<file path="src/design/pkt_pkg.sv">
package pkt_pkg;

   // Field widths fixed by the item format
   localparam int OP_W       = 2;
   localparam int NUC_W      = 8;
   localparam int WEIGHT_W   = 32;
   localparam int ROW_FLD_W  = 5;
   localparam int KMER_FLD_W = 8;
   localparam int TALLY_W    = 48;
   localparam int POS_W      = 16;

   // Configuration port
   localparam int KLEN_W     = 3;
   localparam int ROWS_W     = 6;
   localparam int OFS_W      = 6;
   localparam int CSR_IDX_W  = 2;
   localparam int CSR_DATA_W = 6;

   localparam logic [CSR_IDX_W-1:0] REG_KMER_LENGTH   = 2'd0;
   localparam logic [CSR_IDX_W-1:0] REG_WINDOW_ROWS   = 2'd1;
   localparam logic [CSR_IDX_W-1:0] REG_WINDOW_OFFSET = 2'd2;

   localparam logic [KLEN_W-1:0] KMER_LENGTH_RST   = 3'd2;
   localparam logic [ROWS_W-1:0] WINDOW_ROWS_RST   = 6'd8;
   localparam logic [OFS_W-1:0]  WINDOW_OFFSET_RST = 6'd0;

   // Base characters
   localparam logic [NUC_W-1:0] ASCII_C = 8'h43;
   localparam logic [NUC_W-1:0] ASCII_G = 8'h47;
   localparam logic [NUC_W-1:0] ASCII_T = 8'h54;

   localparam logic [1:0] BASE_A = 2'd0;
   localparam logic [1:0] BASE_C = 2'd1;
   localparam logic [1:0] BASE_G = 2'd2;
   localparam logic [1:0] BASE_T = 2'd3;

   localparam int QUEUE_DEPTH = 2;
   localparam int QUEUE_AW    = (QUEUE_DEPTH > 1) ? $clog2(QUEUE_DEPTH) : 1;
   localparam int QUEUE_CW    = $clog2(QUEUE_DEPTH + 1);

   typedef enum logic [OP_W-1:0] {
      OP_PUSH  = 2'd0,
      OP_READ  = 2'd1,
      OP_CLEAR = 2'd2
   } op_type;

   typedef struct packed {
      logic [KLEN_W-1:0] kmer_length;
      logic [ROWS_W-1:0] window_rows;
      logic [OFS_W-1:0]  window_offset;
   } cfg_type;

   typedef struct packed {
      op_type                kind;
      logic [1:0]            base;
      logic [WEIGHT_W-1:0]   weight;
      logic                  start;
      logic [ROW_FLD_W-1:0]  read_row;
      logic [KMER_FLD_W-1:0] read_kmer;
      logic                  read_oob;
   } entry_type;

   typedef struct packed {
      logic clearing;
   } eng_status_type;

endpackage

</file>
<file path="src/design/pkt_channels.sv">
interface pkt_req_if;
   logic                            valid;
   logic                            ready;
   logic [pkt_pkg::OP_W-1:0]        operation;
   logic [pkt_pkg::NUC_W-1:0]       nucleotide;
   logic [pkt_pkg::WEIGHT_W-1:0]    weight;
   logic                            sequence_start;
   logic [pkt_pkg::ROW_FLD_W-1:0]   read_row;
   logic [pkt_pkg::KMER_FLD_W-1:0]  read_kmer;

   modport source (
      output valid, operation, nucleotide, weight, sequence_start, read_row, read_kmer,
      input  ready
   );
   modport sink (
      input  valid, operation, nucleotide, weight, sequence_start, read_row, read_kmer,
      output ready
   );
endinterface


</file>
<file path="src/design/pkt_front.sv">
module pkt_front #(
   parameter int MAX_K    = 4,
   parameter int MAX_ROWS = 32
) (
   pkt_req_if.sink                  req,
   input  logic                     queue_full,
   input  pkt_pkg::eng_status_type  status,
   output logic                     push,
   output pkt_pkg::entry_type       entry
);

   logic fire;

   assign req.ready = !queue_full && !status.clearing;
   assign fire      = req.valid && req.ready;

   always_comb begin
      entry.kind      = pkt_pkg::op_type'(req.operation);
      entry.weight    = req.weight;
      entry.start     = req.sequence_start;
      entry.read_row  = req.read_row;
      entry.read_kmer = req.read_kmer;
      entry.read_oob  = (32'(req.read_row) >= MAX_ROWS) ||
                        ((32'(req.read_kmer) >> (2 * MAX_K)) != 32'd0);

      case (req.nucleotide)
         pkt_pkg::ASCII_C: entry.base = pkt_pkg::BASE_C;
         pkt_pkg::ASCII_G: entry.base = pkt_pkg::BASE_G;
         pkt_pkg::ASCII_T: entry.base = pkt_pkg::BASE_T;
         default:          entry.base = pkt_pkg::BASE_A;
      endcase

      // drop the unused operation code at the door
      case (req.operation)
         pkt_pkg::OP_PUSH, pkt_pkg::OP_READ, pkt_pkg::OP_CLEAR: push = fire;
         default:                                               push = 1'b0;
      endcase
   end

endmodule

</file>
<file path="src/flat_wrapper.sv">
// flat-port wrapper written by rule: the top's interface ports become plain ports
module pkt_front_flat 
#(
   parameter int MAX_K    = 4,
   parameter int MAX_ROWS = 32
)
  (queue_full, status, push, entry, req_valid, req_operation, req_nucleotide, req_weight, req_sequence_start, req_read_row, req_read_kmer, req_ready);
  pkt_req_if req_i ();
  input  logic queue_full;
  input  pkt_pkg::eng_status_type status;
  output logic push;
  output pkt_pkg::entry_type entry;
  input wire logic [$bits(req_i.valid)-1:0] req_valid;
  input wire logic [$bits(req_i.operation)-1:0] req_operation;
  input wire logic [$bits(req_i.nucleotide)-1:0] req_nucleotide;
  input wire logic [$bits(req_i.weight)-1:0] req_weight;
  input wire logic [$bits(req_i.sequence_start)-1:0] req_sequence_start;
  input wire logic [$bits(req_i.read_row)-1:0] req_read_row;
  input wire logic [$bits(req_i.read_kmer)-1:0] req_read_kmer;
  output wire logic [$bits(req_i.ready)-1:0] req_ready;
  assign req_i.valid = req_valid;
  assign req_i.operation = req_operation;
  assign req_i.nucleotide = req_nucleotide;
  assign req_i.weight = req_weight;
  assign req_i.sequence_start = req_sequence_start;
  assign req_i.read_row = req_read_row;
  assign req_i.read_kmer = req_read_kmer;
  assign req_ready = req_i.ready;
  pkt_front #(.MAX_K(MAX_K), .MAX_ROWS(MAX_ROWS)) u_core (.req(req_i), .queue_full(queue_full), .status(status), .push(push), .entry(entry));
endmodule
</file>
<file path="config.mk">
export PLATFORM = sky130hd
export DESIGN_NAME = pkt_front_flat
export DESIGN_NICKNAME = d
export VERILOG_FILES = /design/src/design/pkt_pkg.sv /design/src/design/pkt_channels.sv /design/src/design/pkt_front.sv /design/src/flat_wrapper.sv
export SDC_FILE = /design/constraint.sdc
export NUM_CORES = 1
export LEC_CHECK = 0
export ABC_AREA = 1
export BUFFER_PORTS_ARGS = -buffer_cell sky130_fd_sc_hd__buf_4
export CORE_MARGIN = 3
export CORE_UTILIZATION = 24
export DETAILED_ROUTE_END_ITERATION = 12
export PLACE_DENSITY = 0.84
export SLEW_MARGIN = 20
export SYNTH_ARGS = -nofsm -noshare
export SYNTH_HDL_FRONTEND = slang
export SYNTH_SLANG_ARGS = --single-unit
</file>
<file path="constraint.sdc">
create_clock -name vclk -period 0.8
set_clock_uncertainty 0.2 [all_clocks]
set_input_delay 0.04 -clock vclk [all_inputs]
set_output_delay 0.04 -clock vclk [all_outputs]
set_load 0.01 [all_outputs]
</file>
Word-level counts from Yosys, hierarchy flattened:

Cells that the tools add are included.

* add/sub/neg operators: 0
* multiply operators: 0
* divide/modulo/power cells: 0
* $lt $le $gt $ge: 0
* equality and inequality tests: 5
* shift operators: 0
* multiplexer cells: 2
* bitwise logic cells: 0
* reductions and logical operators: 6

Operators by type and width (number)
* 8-bit by 7-bit equality test with 1-bit output, second input constant: 3
* 2-bit one-hot mux with 3 select lines: 1
* 3-bit OR reduction: 1
* 2-bit by 1-bit equality test with 1-bit output, second input constant: 1
* 2-bit equality test, second input constant: 1
* 1-bit logical AND: 2
* 1-bit zero test: 2
* 2-bit zero test: 1
* 1-bit 2-to-1 mux: 1

* register bits: 0
* latch bits: 0
* RAM bits: 0
* memory bits (read-only): 0
* input bits: 59
* output and inout bits: 53
* logic and storage cells: 13
* memories kept: 0

Logic depth before layout (Yosys ltp):

* depth in word-level cells: 4
* depth in mapped cells: 5
* mapped depth without buffers: 5

Least setup slack after synthesis:

No wires, ideal clock.

* path kind: input port to output port
* from: input req_nucleotide[3]
* to: output entry[47] in the netlist's numbering
* arrival: 0.375 ns
* required time: 0.560 ns
* slack: 0.185 ns
* stages on the path: 5
* path buffers: 0
* cell sequence: inv_1 -> nand2_1 -> nor2_1 -> nand2_1 -> nand2_1

RTL lines
* start, declared: line flat_wrapper.sv:15 `input wire logic [$bits(req_i.nucleotide)-1:0] req_nucleotide;`
* end, declared: line flat_wrapper.sv:12 `output pkt_pkg::entry_type entry;`

==> impl_metrics.csv <==
group,metric,value,unit
outcome,outcome,"complete, but fails checks",
outcome,violations,"hold timing, setup timing",
final_layout,final_common_cell,"buf_4",
route,wl_met1,191,um
setup_path,crit_start,"req_nucleotide[7]",
grt,grt_pass1_wl,1214,um
clock_network,post_cts_buffers,0,
floorplanning,die_h,51.44,um
final_layout,nets,112,
setup_path,end_kind,"output port",
synthesis,seq_area_frac_synth,0,
setup_path,cp_cell_sequence,"buf_6 > inv_4 > nand2_4 > nor2_4 > nand2_1 > nand2_1 > buf_6",
min_path,holdCritPathClass,"input pin to output port",
route,top_layer,"met4",
min_path,min_from,"req_weight[4]",
route,wl_met3,137,um
route,vias,286,
setup_path,criticalPathCategory,"input pin to output port",
final_layout,clock_buffers,0,
grt,globalRouteOverflowTotal,0,
final_layout,regArea,0,um^2
setup_path,worstPathRequired,0.56,ns
route,drc_errors,0,
place,placed_area,301.5,um^2
grt,grt_pass1_vias,292,
final_layout,final_area,371.6,um^2
final_layout,fillCellCount,216,
route,wl_met2,423,um
sta,period_needed,0.8234,ns
sta,slew_violations,0,
floorplanning,core_area,0.001839,mm^2
sta,period_share,1.029,
synthesis,synth.avg_cell_area,6.117,um^2
final_layout,area.growth.synth_to_final,-25.00,%
route,dr.pass1.iters,2,
final_layout,finish.utilization,0.2020,
synthesis,yosysWarningCount,0,
floorplanning,die_area,0.002646,mm^2
floorplanning,fp-row-count,15,
route,wire_per_inst,11.74,um
power,p_per_area,393.2,mW/mm^2
setup_path,slowest_delay,0.11,ns
final_layout,drive_gt1_frac,0.7255,
synthesis,synth_cell_type_count,8,
setup_path,startpoint_type,"input pin",
final_layout,seq_cell_count,0,
synthesis,postSynthCellCount,81,
synthesis,mappedNetlistArea,495.5,um^2
route,antenna_left,0,
sta,final_hold_viol_count,46,
grt,gr-usage-all-layers,0.05776,
setup_path,cpMaxStageDelayCell,"nor2_4",
flow_run,max-cap-violations,0,
grt,antenna_found_initial,0,
setup_path,cp_num_buf_inv,3,
setup_path,crit_family,"simple AND/OR/NAND/NOR gates",
sta,fmax,1214,MHz
power,p_leak,0.2089,nW
final_layout,mostFrequentLayoutCells,"11 x buf_4, 9 x nand2_1, 8 x buf_6",
route,drt-total-wl,892,um
sta,worst_hold_slack,-0.1200,ns
floorplanning,pin_count,112,
sta,finalSetupViolCount,2,
route,first_iter_violations,1,
route,viasPerCell,3.763,
setup_path,crit_arrival,0.58,ns
sta,grt_setup_unrepaired,"true",
place,place.gp.congestion,0.6981,
synthesis,synth_fp_nets,140,
grt,grt_max_degree,3,
final_layout,multi_input_area,125.1,um^2
place,io_buffers,19,
floorplanning,initial_utilization,0.2694,
final_layout,antenna_cells,0,
floorplanning,fp.dieW,51.44,um
sta,setup_ws,-0.02340,ns
sta,tns,-0.03033,ns
setup_path,worstPathMaxFanout,2,
power,peakVddDrop,89.40,uV
[Yosys cell counts]
cell     instances  area share
buf_4           49        0.74
nand2_1         14        0.11
inv_1            8       0.061
nor2_1           4       0.030
inv_2            2       0.015
nor2_2           2       0.025
conb_1           1      0.0076
nand2_2          1       0.013
[cells by family (layout without fill, tap and decap cells)]
logic type             count (synthesis)  in the layout  synth area share
buffers and inverters                 59             29            0.8182
and+or+nand+nor                       21             21            0.1742
other                                  1              1          0.007568
[where the power goes]
| part | switching [mW] | internal [mW] | total, mW |
|---|---|---|---|
| combinational | 0.0638 | 0.0823 | 0.146 |
| clock | 0 | 0 | 0 |
| sequential | 0 | 0 | 0 |
[through the flow]
stage	setup WS, ns	total power, mW	instances	hold slack (ns)
final	-0.02340	0.1461	76	-0.1200
after global placement	-0.02521	0.1097	76	-0.1199
after floorplan	0.1854	0.2867	81	-0.02823
after global routing	-0.08150	0.1604	76	-0.1200
after CTS	-0.01003	0.1298	76	-0.1199
after detailed placement	-0.03265	0.1104	76	-0.1199
[layout make-up]
class                      count  area share
inverter                      10      0.1145
multi-input combinational     22      0.3367
tap                           25     0.08418
timing repair buffer          19      0.4646
[routing by layer]
metal	GRT usage	vias up
met4	0.1004	0
met3	0.02332	32
met2	0.09110	14
met5	0	-
li1	-	122
met1	0.03819	118
[worst paths after layout]
path	to	cells after the start	slack (ns)
setup / recovery	entry[47]	7	-0.02
hold / removal	entry[19]	0	-0.12
[what timing repair did]
item                                    CTS  global route
gates resized for setup                  16            10
endpoints found under the setup margin    2             2
pin swaps                                11             9
hold endpoints to repair                 46            46
Power figures use the tool's default switching activity.
