--- src/design/pkt_pkg.sv ---
package pkt_pkg;

   // Field widths fixed by the item format
   localparam int OP_W       = 2;
   localparam int NUC_W      = 8;
   localparam int WEIGHT_W   = 32;
   localparam int ROW_FLD_W  = 5;
   localparam int KMER_FLD_W = 8;
   localparam int TALLY_W    = 48;
   localparam int POS_W      = 16;

   // Configuration port
   localparam int KLEN_W     = 3;
   localparam int ROWS_W     = 6;
   localparam int OFS_W      = 6;
   localparam int CSR_IDX_W  = 2;
   localparam int CSR_DATA_W = 6;

   localparam logic [CSR_IDX_W-1:0] REG_KMER_LENGTH   = 2'd0;
   localparam logic [CSR_IDX_W-1:0] REG_WINDOW_ROWS   = 2'd1;
   localparam logic [CSR_IDX_W-1:0] REG_WINDOW_OFFSET = 2'd2;

   localparam logic [KLEN_W-1:0] KMER_LENGTH_RST   = 3'd2;
   localparam logic [ROWS_W-1:0] WINDOW_ROWS_RST   = 6'd8;
   localparam logic [OFS_W-1:0]  WINDOW_OFFSET_RST = 6'd0;

   // Base characters
   localparam logic [NUC_W-1:0] ASCII_C = 8'h43;
   localparam logic [NUC_W-1:0] ASCII_G = 8'h47;
   localparam logic [NUC_W-1:0] ASCII_T = 8'h54;

   localparam logic [1:0] BASE_A = 2'd0;
   localparam logic [1:0] BASE_C = 2'd1;
   localparam logic [1:0] BASE_G = 2'd2;
   localparam logic [1:0] BASE_T = 2'd3;

   localparam int QUEUE_DEPTH = 2;
   localparam int QUEUE_AW    = (QUEUE_DEPTH > 1) ? $clog2(QUEUE_DEPTH) : 1;
   localparam int QUEUE_CW    = $clog2(QUEUE_DEPTH + 1);

   typedef enum logic [OP_W-1:0] {
      OP_PUSH  = 2'd0,
      OP_READ  = 2'd1,
      OP_CLEAR = 2'd2
   } op_type;

   typedef struct packed {
      logic [KLEN_W-1:0] kmer_length;
      logic [ROWS_W-1:0] window_rows;
      logic [OFS_W-1:0]  window_offset;
   } cfg_type;

   typedef struct packed {
      op_type                kind;
      logic [1:0]            base;
      logic [WEIGHT_W-1:0]   weight;
      logic                  start;
      logic [ROW_FLD_W-1:0]  read_row;
      logic [KMER_FLD_W-1:0] read_kmer;
      logic                  read_oob;
   } entry_type;

   typedef struct packed {
      logic clearing;
   } eng_status_type;

endpackage

--- src/design/pkt_queue.sv ---
module pkt_queue (
   input  logic                clock,
   input  logic                reset,
   input  logic                push,
   input  pkt_pkg::entry_type  entry_in,
   input  logic                pop,
   output pkt_pkg::entry_type  entry_out,
   output logic                full,
   output logic                empty
);

   localparam int DEPTH = pkt_pkg::QUEUE_DEPTH;
   localparam int AW    = pkt_pkg::QUEUE_AW;
   localparam int CW    = pkt_pkg::QUEUE_CW;

   pkt_pkg::entry_type slots_ff [DEPTH];
   logic [AW-1:0] wptr_ff, wptr_in;
   logic [AW-1:0] rptr_ff, rptr_in;
   logic [CW-1:0] count_ff, count_in;

   assign full      = (count_ff == CW'(DEPTH));
   assign empty     = (count_ff == '0);
   assign entry_out = slots_ff[rptr_ff];

   always_comb begin
      wptr_in  = wptr_ff;
      rptr_in  = rptr_ff;
      count_in = count_ff;
      if (push) begin
         wptr_in = (wptr_ff == AW'(DEPTH - 1)) ? '0 : wptr_ff + AW'(1);
      end
      if (pop) begin
         rptr_in = (rptr_ff == AW'(DEPTH - 1)) ? '0 : rptr_ff + AW'(1);
      end
      if (push && !pop) begin
         count_in = count_ff + CW'(1);
      end else if (pop && !push) begin
         count_in = count_ff - CW'(1);
      end
   end

   always_ff @(posedge clock) begin
      if (push) begin
         slots_ff[wptr_ff] <= entry_in;
      end
   end

   always_ff @(posedge clock) begin
      if (reset) begin
         wptr_ff  <= '0;
         rptr_ff  <= '0;
         count_ff <= '0;
      end else begin
         wptr_ff  <= wptr_in;
         rptr_ff  <= rptr_in;
         count_ff <= count_in;
      end
   end

endmodule

--- config.mk ---
export PLATFORM = sky130hd
export DESIGN_NAME = pkt_queue
export DESIGN_NICKNAME = d
export VERILOG_FILES = /design/src/design/pkt_pkg.sv /design/src/design/pkt_queue.sv
export SDC_FILE = /design/constraint.sdc
export NUM_CORES = 1
export LEC_CHECK = 0
export BUFFER_PORTS_ARGS = -buffer_cell sky130_fd_sc_hd__buf_2
export CAP_MARGIN = 30
export CORE_MARGIN = 2
export CORE_UTILIZATION = 46
export DETAILED_ROUTE_END_ITERATION = 8
export PLACE_DENSITY = 0.78
export SLEW_MARGIN = 25
export SYNTH_ARGS = -nofsm -noshare
export SYNTH_HDL_FRONTEND = slang
export SYNTH_SLANG_ARGS = --single-unit
--- constraint.sdc ---
create_clock -name clock -period 3.05 [get_ports clock]
set_clock_uncertainty 0.15 [all_clocks]
set_input_delay 0.4575 -clock clock [delete_from_list [all_inputs] [get_ports clock]]
set_output_delay 0.4575 -clock clock [all_outputs]
set_load 0.01 [all_outputs]
-- Yosys cells after proc, flatten, opt, wreduce, memory -nomap -nowiden
Memories as Yosys holds them, arrays and structs flattened. A register that Yosys moved wholly into a read port is not among the register bits.
Cells that the tools add are included.
- flip-flop bits (word level): 4
- latch bits: 0
- bits in writable memories: 102
- ROM bits: 0
- input port bits: 55
- output and inout port bits: 53
- word-level logic and storage cells: 23
- memories: 1
- add/sub/neg operators: 4
- multipliers: 0
- divide/modulo/power cells: 0
- order comparisons: 0
- eq/ne operators: 1
- shift operators: 0
- muxes and demuxes: 8
- bitwise gates (word level): 0
- reduce and logical (&&, ||, !) cells: 6
- memory list (memory ; words ; width ; read ports ; clocked after memory_dff ; wr ports ; RTL line ; source):
    slots_ff ; 2 ; 51 ; 1 ; 1 ; 1 ; pkt_queue.sv:16 ; pkt_pkg::entry_type slots_ff [DEPTH];
- operator list (cell ; count):
    1-bit 2-to-1 mux ; 6
    2-bit 2-to-1 mux ; 2
    1-bit adder (second input constant) ; 2
    2-bit by 1-bit adder with 2-bit output (second input constant) ; 1
    2-bit == test (second input constant) ; 1
    1-bit logical AND ; 2
    1-bit zero test ; 2
    2-bit zero test ; 1
    2-bit nonzero test ; 1
    2-bit by 1-bit subtractor with 2-bit output (second input constant) ; 1

-- Logic depth before layout (Yosys ltp)
Gate-level depths: netlist of the first run.
- word-level depth: 4
- mapped depth: 5
- depth with buffers taken out: 5

-- Worst setup path before layout of the first run
No wires, ideal clock.
- kind: in2reg
- start point: in push
- end point: mem slots_ff[0][0] (netlist name), enable pin
- library setup time: 0.466 ns
- data arrival time: 2.717 ns
- required time: 2.434 ns
- setup slack: -0.283 ns
- stages: 1
- buffers on the path: 0
- cell sequence: nor2b_1
- longest elaborated chain between the ends: 2
- RTL lines (what ; RTL line ; source):
    start, declared ; pkt_queue.sv:4 ; input logic push,
    1-bit 2-to-1 mux ; pkt_queue.sv:43 ; if (push) begin
    1-bit 2-to-1 mux (not written as such) ; pkt_queue.sv:44 ; slots_ff[wptr_ff] <= entry_in;
    end, declared ; pkt_queue.sv:16 ;
Every way passes these cells.

==> impl_metrics.yaml, run 1 <==
final_layout:
  antenna_cells: 0
  syn2layout_area_growth_pct: 22.2
  final_cells: 406
  nNetsFinal: 352
  drive_gt1_frac: 0.591
  fillCellCount: 667
logic_synthesis:
  synth_top_area_frac: 0.790
  yosysSeqAreaShare: 0.816
  syn-num-nets: 237
  syn_area_sq_um: 3870
  synthTopCellsByArea: "edfxtp_1 79%, mux2_2 15%, dfxtp_1 2.6%"
  ys_ff_latch: 107
  synth_area_leader_cell: "edfxtp_1"
  avgSynthCellArea_sq_um: 21.4
  syn_inst: 181
  synthDistinctLibCells: 15
  synth_warnings: 0
clocking:
  clk_latency_ns: 0.35
  clkSinkCount: 107
  cts_root_buffer: "clkbuf_8"
  cts_buffers: 9
  cts_hold_buf: 0
  clk_path_buf_depth: 2
  cts_tree: "built"
  cts_resized: 0
  clkSlewWorstSetupHoldPaths_ns: 0.10
  cts_setup_buffers: 0
  htreeDepth: 3
critical_path:
  critPathCaptureType: "primary output"
  crit_chain: "buf_12 -> mux2_2 -> buf_2"
  worstPathArrival_ns: 1.83
  critical-path-max-stage-delay_ns: 0.68
  required_ns: 2.44
  slowest_stage: "dfxtp_2"
  start_kind: "flip-flop"
  critPathMaxFanout: 30
  critical_path_class: "reg -> out"
grt:
  grt_pass1_vias: 1911
  grt_usage: 0.135
  antenna_found_initial: 0
  overflow: 0
  grt_max_degree: 52
  grt_pass1_wl_um: 9040
power_and_ir_drop:
  p_leak_nw: 1.77
  peakVddDrop_mv: 0.405
  power_density_nw_per_um2: 599
routing:
  dr_total_vias: 1961
  wl_per_cell_um: 15.1
  drtPass1Iterations: 5
  ant_nets: 0
  viasPerCell: 4.83
  routed_wl_um: 6120
  drc: 0
  drt-initial-drc-count: 51
placement:
  dp_cells: 390
  io_buffers: 107
  dp_slack_ns: 0.952
  dpl.hpwl_um: 4060
  gp_routability_congestion: 0.664
floorplanning:
  chipHeight_um: 95.8
  die_x_um: 95.8
  fp.dieArea_sq_um: 9170
  core_sq_um: 8180
  io_pins: 108
  rows: 33
  initial_utilization: 0.474
timing:
  maxSlewHeadroom: 0.545
  finalCriticalPeriod_ns: 2.44
  timing.setup.tns_ns: 0
  tightest_slew_ns: 0.683
  rsz0062_at_grt: "false"
  fmaxAchievable_mhz: 410
  post-route-period-util: 0.799
  finalHoldViolations: 0
  setup_slack_ns: 0.613
  setup_viol: 0
  drv_slew: 0
job:
  cap_violations: 0
min_path:
  hold_path_class: "in -> reg"
status:
  status: "completed"
## where the power goes
part           total [mW]  internal [mW]  leakage [nW]  switching [mW]
clock               0.751          0.298        0.0784           0.453
sequential           1.74           1.71         0.999          0.0335
combinational       0.342          0.171         0.693           0.171
## worst max-delay path: cells and delay by family (launching register included)
kind	cells	cell delay, ns
flops	1	0.68
buf+inv	2	0.41
mux	1	0.37
## state kept, by name (all words and copies together), names as in the netlist, named ones only
name,flops
count_ff,2
rptr_ff,1
wptr_ff,1
slots_ff,102
## metrics by stage
stage / hold WS [ns] / total power [mW] / area (sq um) / util
floorplan: 0.311 / 1.97 / 3880 / -
global route: 0.110 / 2.95 / 4740 / 0.579
finish: 0.132 / 2.84 / 4740 / 0.579
CTS: 0.113 / 2.86 / 4740 / 0.579
detailed placement: 0.360 / 2.13 / 4570 / 0.559
global placement: 0.333 / 2.12 / 4570 / 0.559
## cells by family (layout without fill, tap and decap cells)
group / count (synthesis) / count (layout) / share of synthesized area
AOI/OAI and AO/OA: 2 / 2 / 0.00258
xor gates and xnor gates: 4 / 4 / 0.00904
adders and majority gates: 1 / 1 / 0.00323
buffers and inverters: 7 / 127 / 0.00872
and+or+nand+nor: 9 / 9 / 0.0120
DFF: 107 / 107 / 0.816
muxes: 51 / 51 / 0.148
## placed cells by master (no fill, tap or decap), drive strengths merged
cell type	instances
nor2b	1
or3	1
a21oi	1
clkinv	2
inv	3
ha	1
xor2	2
mux2	51
nor2	5
and2b	1
o21ai	1
clkbuf	10
xnor2	2
dfxtp	5
edfxtp	102
clkinvlp	2
buf	110
and2	1
## final timing paths
check / startpoint / endpoint / slack, ns / cells past startpoint
worst max register to register: wptr_ff / slots_ff[1][2] / 1.29 / 2
worst min register to register: rptr_ff / rptr_ff / 0.38 / 2
worst min-delay path: entry_in[25] / slots_ff[0][25] / 0.13 / 1
worst max-delay path: flip-flop / entry_out[24] / 0.61 / 3
## routing by layer
metal | routed length, um | share of wire | vias up | track usage
met5 | 0 | 0 | - | 0
met4 | 102 | 0.017 | 0 | 0.0643
li1 | - | - | 936 | -
met2 | 3030 | 0.50 | 69 | 0.223
met1 | 2550 | 0.42 | 946 | 0.167
met3 | 436 | 0.071 | 10 | 0.0368
## cell usage after synthesis
| master | n |
|---|---|
| a21oi_1 | 1 |
| inv_1 | 1 |
| mux2_2 | 51 |
| o21ai_0 | 1 |
| edfxtp_1 | 102 |
| and2_1 | 1 |
| nor2b_1 | 1 |
| and2b_2 | 1 |
| buf_2 | 6 |
| xnor2_1 | 2 |
| xor2_1 | 2 |
| nor2_1 | 5 |
| ha_1 | 1 |
| or3_1 | 1 |
| dfxtp_1 | 5 |
## area by class of cell
cell class	instances	area, sq um	share of cell area
Inverter	1	3.75	0.000792
Tap cell	105	131	0.0277
Timing Repair Buffer	110	583	0.123
Clock buffer	10	128	0.0269
Sequential cell	107	3160	0.668
Multi-Input combinational cell	67	687	0.145
Clock inverter	6	40.0	0.00845
Note: power is estimated with default switching activity, not from simulation.
==> inputs of run 2 (changes only) <==
- clock period: 3.05 -> 2.15 ns (I/O delays scaled with it)
==> run 2 against run 1 <==
Net effect:
- register-to-register slack worse by 0.54 ns
- final area is 10% higher
- critical path depth stayed put
- sequential power is 41% higher
- flip-flop and latch count stayed put
- count of clock-buffer cells in the layout stayed put
- routed wire length is 9.5% higher
- critical path type unchanged
- critical endpoint is now entry_out[0]
- total power is 42% higher
- largest power group unchanged
- hold slack worse by 0.096 ns
- core utilization is 5.9 points higher
- final cell count is 13% higher
- via count is 9.4% higher
==> impl_metrics.yaml, run 2 (same netlist as run 1, synthesis figures left out) <==
final_layout:
  largest_reg_flops: 102
  layout_common_cells: "107 x buf_2, 102 x edfxtp_1, 51 x mux2_2"
  multi_input_area_sq_um: 687
  seqCellArea_sq_um: 3160
  top_register: "slots_ff"
  drive_gt1_frac: 0.511
  top_regs: "slots_ff: 102 flops, count_ff: 2 flops"
  nNetsFinal: 404
  fillCellCount: 600
  antenna_cells: 0
  syn2layout_area_growth_pct: 34.6
  mostFrequentLayoutCell: "buf_2"
clocking:
  cts_setup_buffers: 0
  cts_buffers: 9
  clkSinkCount: 107
  clk_latency_ns: 0.35
  cts_root_buffer: "clkbuf_8"
  cts_tree: "built"
  clkSlewWorstSetupHoldPaths_ns: 0.08
  htreeDepth: 3
  clk_path_buf_depth: 2
critical_path:
  start_kind: "flip-flop"
  critical-path-max-stage-delay_ns: 0.40
  required_ns: 1.68
  r2r_cells: 2
  crit_chain: "buf_4 -> mux2_2 -> buf_2"
  slowest_stage: "mux2_2"
  critical_path_class: "reg -> out"
  worstPathArrival_ns: 1.55
  critPathCaptureType: "primary output"
  critPathMaxFanout: 26
floorplanning:
  initial_utilization: 0.474
  core_sq_um: 8180
  io_pins: 108
  fp.dieArea_sq_um: 9170
  die_x_um: 95.8
  rows: 33
  chipHeight_um: 95.8
power_and_ir_drop:
  power_density_nw_per_um2: 775
  design_power_total_mw: 4.04
  combPwrFrac: 0.141
  p_leak_nw: 1.98
  pwr-share-clk: 0.250
  seq_power_share: 0.608
  p_sw_uw: 908
  swShare: 0.225
  power.internal_mw: 3.13
  peakVddDrop_mv: 0.345
status:
  status: "completed"
routing:
  wl_per_cell_um: 14.7
  routed_wl_um: 6700
  viasPerCell: 4.69
  ant_nets: 0
  drtPass1Iterations: 4
  dr_total_vias: 2145
  drc: 0
  drt-initial-drc-count: 67
timing:
  setup_viol: 0
  finalCriticalPeriod_ns: 2.03
  finalHoldViolations: 0
  drv_slew: 0
  maxSlewHeadroom: 0.736
  fmaxAchievable_mhz: 494
  post-route-period-util: 0.942
  timing.setup.tns_ns: 0
  tightest_slew_ns: 0.396
  rsz0062_at_grt: "false"
grt:
  grt_usage: 0.150
  grt_pass1_vias: 2266
  overflow: 0
  grt_max_degree: 30
  antenna_found_initial: 0
  grt_pass1_wl_um: 9970
job:
  cap_violations: 0
min_path:
  holdPathStages: 1
  hold_path_class: "in -> reg"
placement:
  gp_routability_congestion: 0.655
  io_buffers: 107
  dpl.hpwl_um: 4010
run 2: cell type report:
type                            instances  area share
Multi-Input combinational cell         67       0.132
Inverter                                1    0.000720
Tap cell                              105      0.0252
Timing Repair Buffer                  162       0.205
Clock inverter                          5     0.00600
Clock buffer                           10      0.0245
Sequential cell                       107       0.607
run 2: repair_timing:
action | CTS | global route
hold buffers | 48 | 1
gates resized for setup | 0 | 0
hold endpoints to repair | 93 | 2
run 2: through the flow:
step,hold WS (ns),std cells,worst slack [ns],util,instance area [sq um]
3_5_place_dp,0.345,393,0.491,0.559,4570
4_1_cts,0.000380,456,0.0942,0.637,5210
2_1_floorplan,0.242,181,-0.0455,-,3880
6_report,0.0358,457,0.124,0.638,5220
3_3_place_gp,0.327,393,0.500,0.559,4570
5_1_grt,0.00152,457,0.0367,0.638,5220
run 2: worst max-delay path: cells and delay by family (launching register included):
family,cells,cell delay (ns)
buffers and inverters,2,0.46
flip-flops,1,0.33
multiplexers,1,0.40
run 2: layer usage:
| layer | part of all wire | global-route usage |
|---|---|---|
| met5 | 0 | 0 |
| met4 | 0.017 | 0.0643 |
| met3 | 0.051 | 0.0454 |
| met2 | 0.54 | 0.263 |
| met1 | 0.40 | 0.168 |
run 2: power by group through the flow:
stage	logic, mW	registers (mW)	clock network (mW)
global placement	0.499	2.50	0
detailed placement	0.505	2.51	0
global route	0.625	2.47	1.14
finish	0.572	2.46	1.01
floorplan	0.292	2.50	0
CTS	0.575	2.46	1.05
run 2: worst paths after layout:
kind / slack [ns] / from / end
setup reg to reg: 0.75 / wptr_ff / slots_ff[1][8]
hold reg to reg: 0.38 / rptr_ff / flip-flop
hold / removal: 0.04 / entry_in[28] / slots_ff[0][28]
setup / recovery: 0.12 / flip-flop / entry_out[0]
==> inputs of run 3 (changes only) <==
- HOLD_SLACK_MARGIN: default -> 0.15
==> run 3 against run 2 <==
Net effect:
- routed wire length increased by 0.88%
- clock power about the same
- maximum frequency increased by 0.42%
- sequential share of layout area decreased by 0.69 points
- register-to-register slack about the same
- critical path depth unchanged
- combinational power increased by 2%
- core utilization increased by 0.73 points
- flip-flop and latch count unchanged
- setup slack improved by 0.0086 ns
- via count increased by 1.4%
- largest power group unchanged
==> impl_metrics.yaml, run 3 (same netlist as run 1, synthesis figures left out) <==
critical_path:
  worstPathArrival_ns: 1.55
  critPathMaxFanout: 26
  timing.rr.start: "wptr_ff"
  r2r_cells: 2
  critPathCaptureType: "primary output"
  r2r_slack_ns: 0.75
  start_kind: "flip-flop"
  rr_endpoint: "slots_ff[1][8]"
  required_ns: 1.68
  critical_path_class: "reg -> out"
  endpoint: "entry_out[0]"
grt:
  grt_pass1_wl_um: 10200
  antenna_found_initial: 0
  overflow: 0
  grt_pass1_vias: 2298
  grt_usage: 0.153
  grt_max_degree: 30
final_layout:
  largest_reg_flops: 102
  mostFrequentLayoutCell: "buf_2"
  drive_gt1_frac: 0.503
  layout_common_cells: "107 x buf_2, 102 x edfxtp_1, 55 x dlygate4sd3_1"
  nNetsFinal: 410
  syn2layout_area_growth_pct: 36.2
  final_util: 0.645
  final_cells: 463
  top_regs: "slots_ff: 102 flops, count_ff: 2 flops"
  antenna_cells: 0
  top_register: "slots_ff"
timing:
  post-route-period-util: 0.938
  finalCriticalPeriod_ns: 2.02
  fmaxAchievable_mhz: 496
  hold_slack_ns: 0.377
  maxSlewHeadroom: 0.732
  finalHoldViolations: 0
  rsz0062_at_grt: "false"
  drv_slew: 0
  tightest_slew_ns: 0.402
  setup_viol: 0
power_and_ir_drop:
  p_leak_nw: 2.01
  pwr-share-clk: 0.250
  swShare: 0.225
  power_density_nw_per_um2: 768
  peakVddDrop_mv: 0.362
  seq_power_share: 0.607
  power.internal_mw: 3.14
  p_sw_uw: 909
  combPwrFrac: 0.144
floorplanning:
  fp.dieArea_sq_um: 9170
  chipHeight_um: 95.8
  core_sq_um: 8180
  die_x_um: 95.8
  rows: 33
  io_pins: 108
  initial_utilization: 0.474
routing:
  wl_per_cell_um: 14.6
  dr_total_vias: 2174
  routed_wl_um: 6760
  drt-initial-drc-count: 84
  viasPerCell: 4.70
  drc: 0
  ant_nets: 0
  drtPass1Iterations: 4
clocking:
  cts_setup_buffers: 0
  cts_root_buffer: "clkbuf_8"
  clk_latency_ns: 0.35
  htreeDepth: 3
  clkSinkCount: 107
  clk_path_buf_depth: 2
  cts_tree: "built"
  clkSlewWorstSetupHoldPaths_ns: 0.08
  cts_buffers: 9
status:
  status: "completed"
job:
  cap_violations: 0
placement:
  dpl.hpwl_um: 4010
  dp_cells: 393
  gp_routability_congestion: 0.655
  io_buffers: 107
min_path:
  hold_path_class: "reg -> reg"
-- run 3: cell types whose count changed in the layout (fill, tap and decap cells not counted), sizes merged --
cell / delta
dlygate4sd3: +6
-- run 3: worst min-delay path by stage --
stage,cells after the start,to,from
after global placement,2,count_ff[1],count_ff[1]
after detailed placement,2,flip-flop,rptr_ff
after floorplan,1,count_ff[1],reset
after global routing,2,count_ff[1],count_ff[1]
final,2,rptr_ff,rptr_ff
after CTS,2,count_ff[1],count_ff[1]
-- run 3: area by class of cell --
type / instances / area, sq um
clock buffer: 10 / 128
tap: 105 / 131
clock inverter: 5 / 31.3
sequential: 107 / 3160
inverter: 1 / 3.75
timing repair buffer: 168 / 1130
fill: 594 / 2900
multi-input combinational: 67 / 687
-- run 3: what timing repair did --
item / in CTS / in global routing
hold buffers: 55 / 0
resized for setup: 0 / 0
endpoints found under the hold margin: 107 / 0
-- run 3: routing by layer --
metal  up-vias  global-route usage  routed length (um)
met4         0              0.0619                  94
met1      1031               0.171                2650
met2        84               0.273                3650
met5         -                   0                   0
met3        12              0.0462                 357
li1       1047                   -                   -
-- run 3: critical path: stages, from the launching register on --
cell and delay (ns):
dfxtp_2 0.33, buf_4 0.31, mux2_2 0.39, buf_2 0.14
-- run 3: power by group through the flow --
stage / clock network (mW) / logic (mW) / registers (mW)
after detailed placement: 0 / 0.505 / 2.51
after global placement: 0 / 0.499 / 2.50
after global routing: 1.14 / 0.637 / 2.47
after CTS: 1.05 / 0.586 / 2.46
final: 1.01 / 0.582 / 2.46
after floorplan: 0 / 0.292 / 2.50
-- run 3: stage by stage --
| step | TNS, ns | total power, mW | area, sq um | worst slack, ns |
|---|---|---|---|---|
| 6_report | 0 | 4.05 | 5280 | 0.132 |
| 3_5_place_dp | 0 | 3.01 | 4570 | 0.491 |
| 3_3_place_gp | 0 | 3.00 | 4570 | 0.500 |
| 4_1_cts | 0 | 4.10 | 5280 | 0.0942 |
| 5_1_grt | 0 | 4.25 | 5280 | 0.0434 |
| 2_1_floorplan | -2.32 | 2.79 | 3880 | -0.0455 |
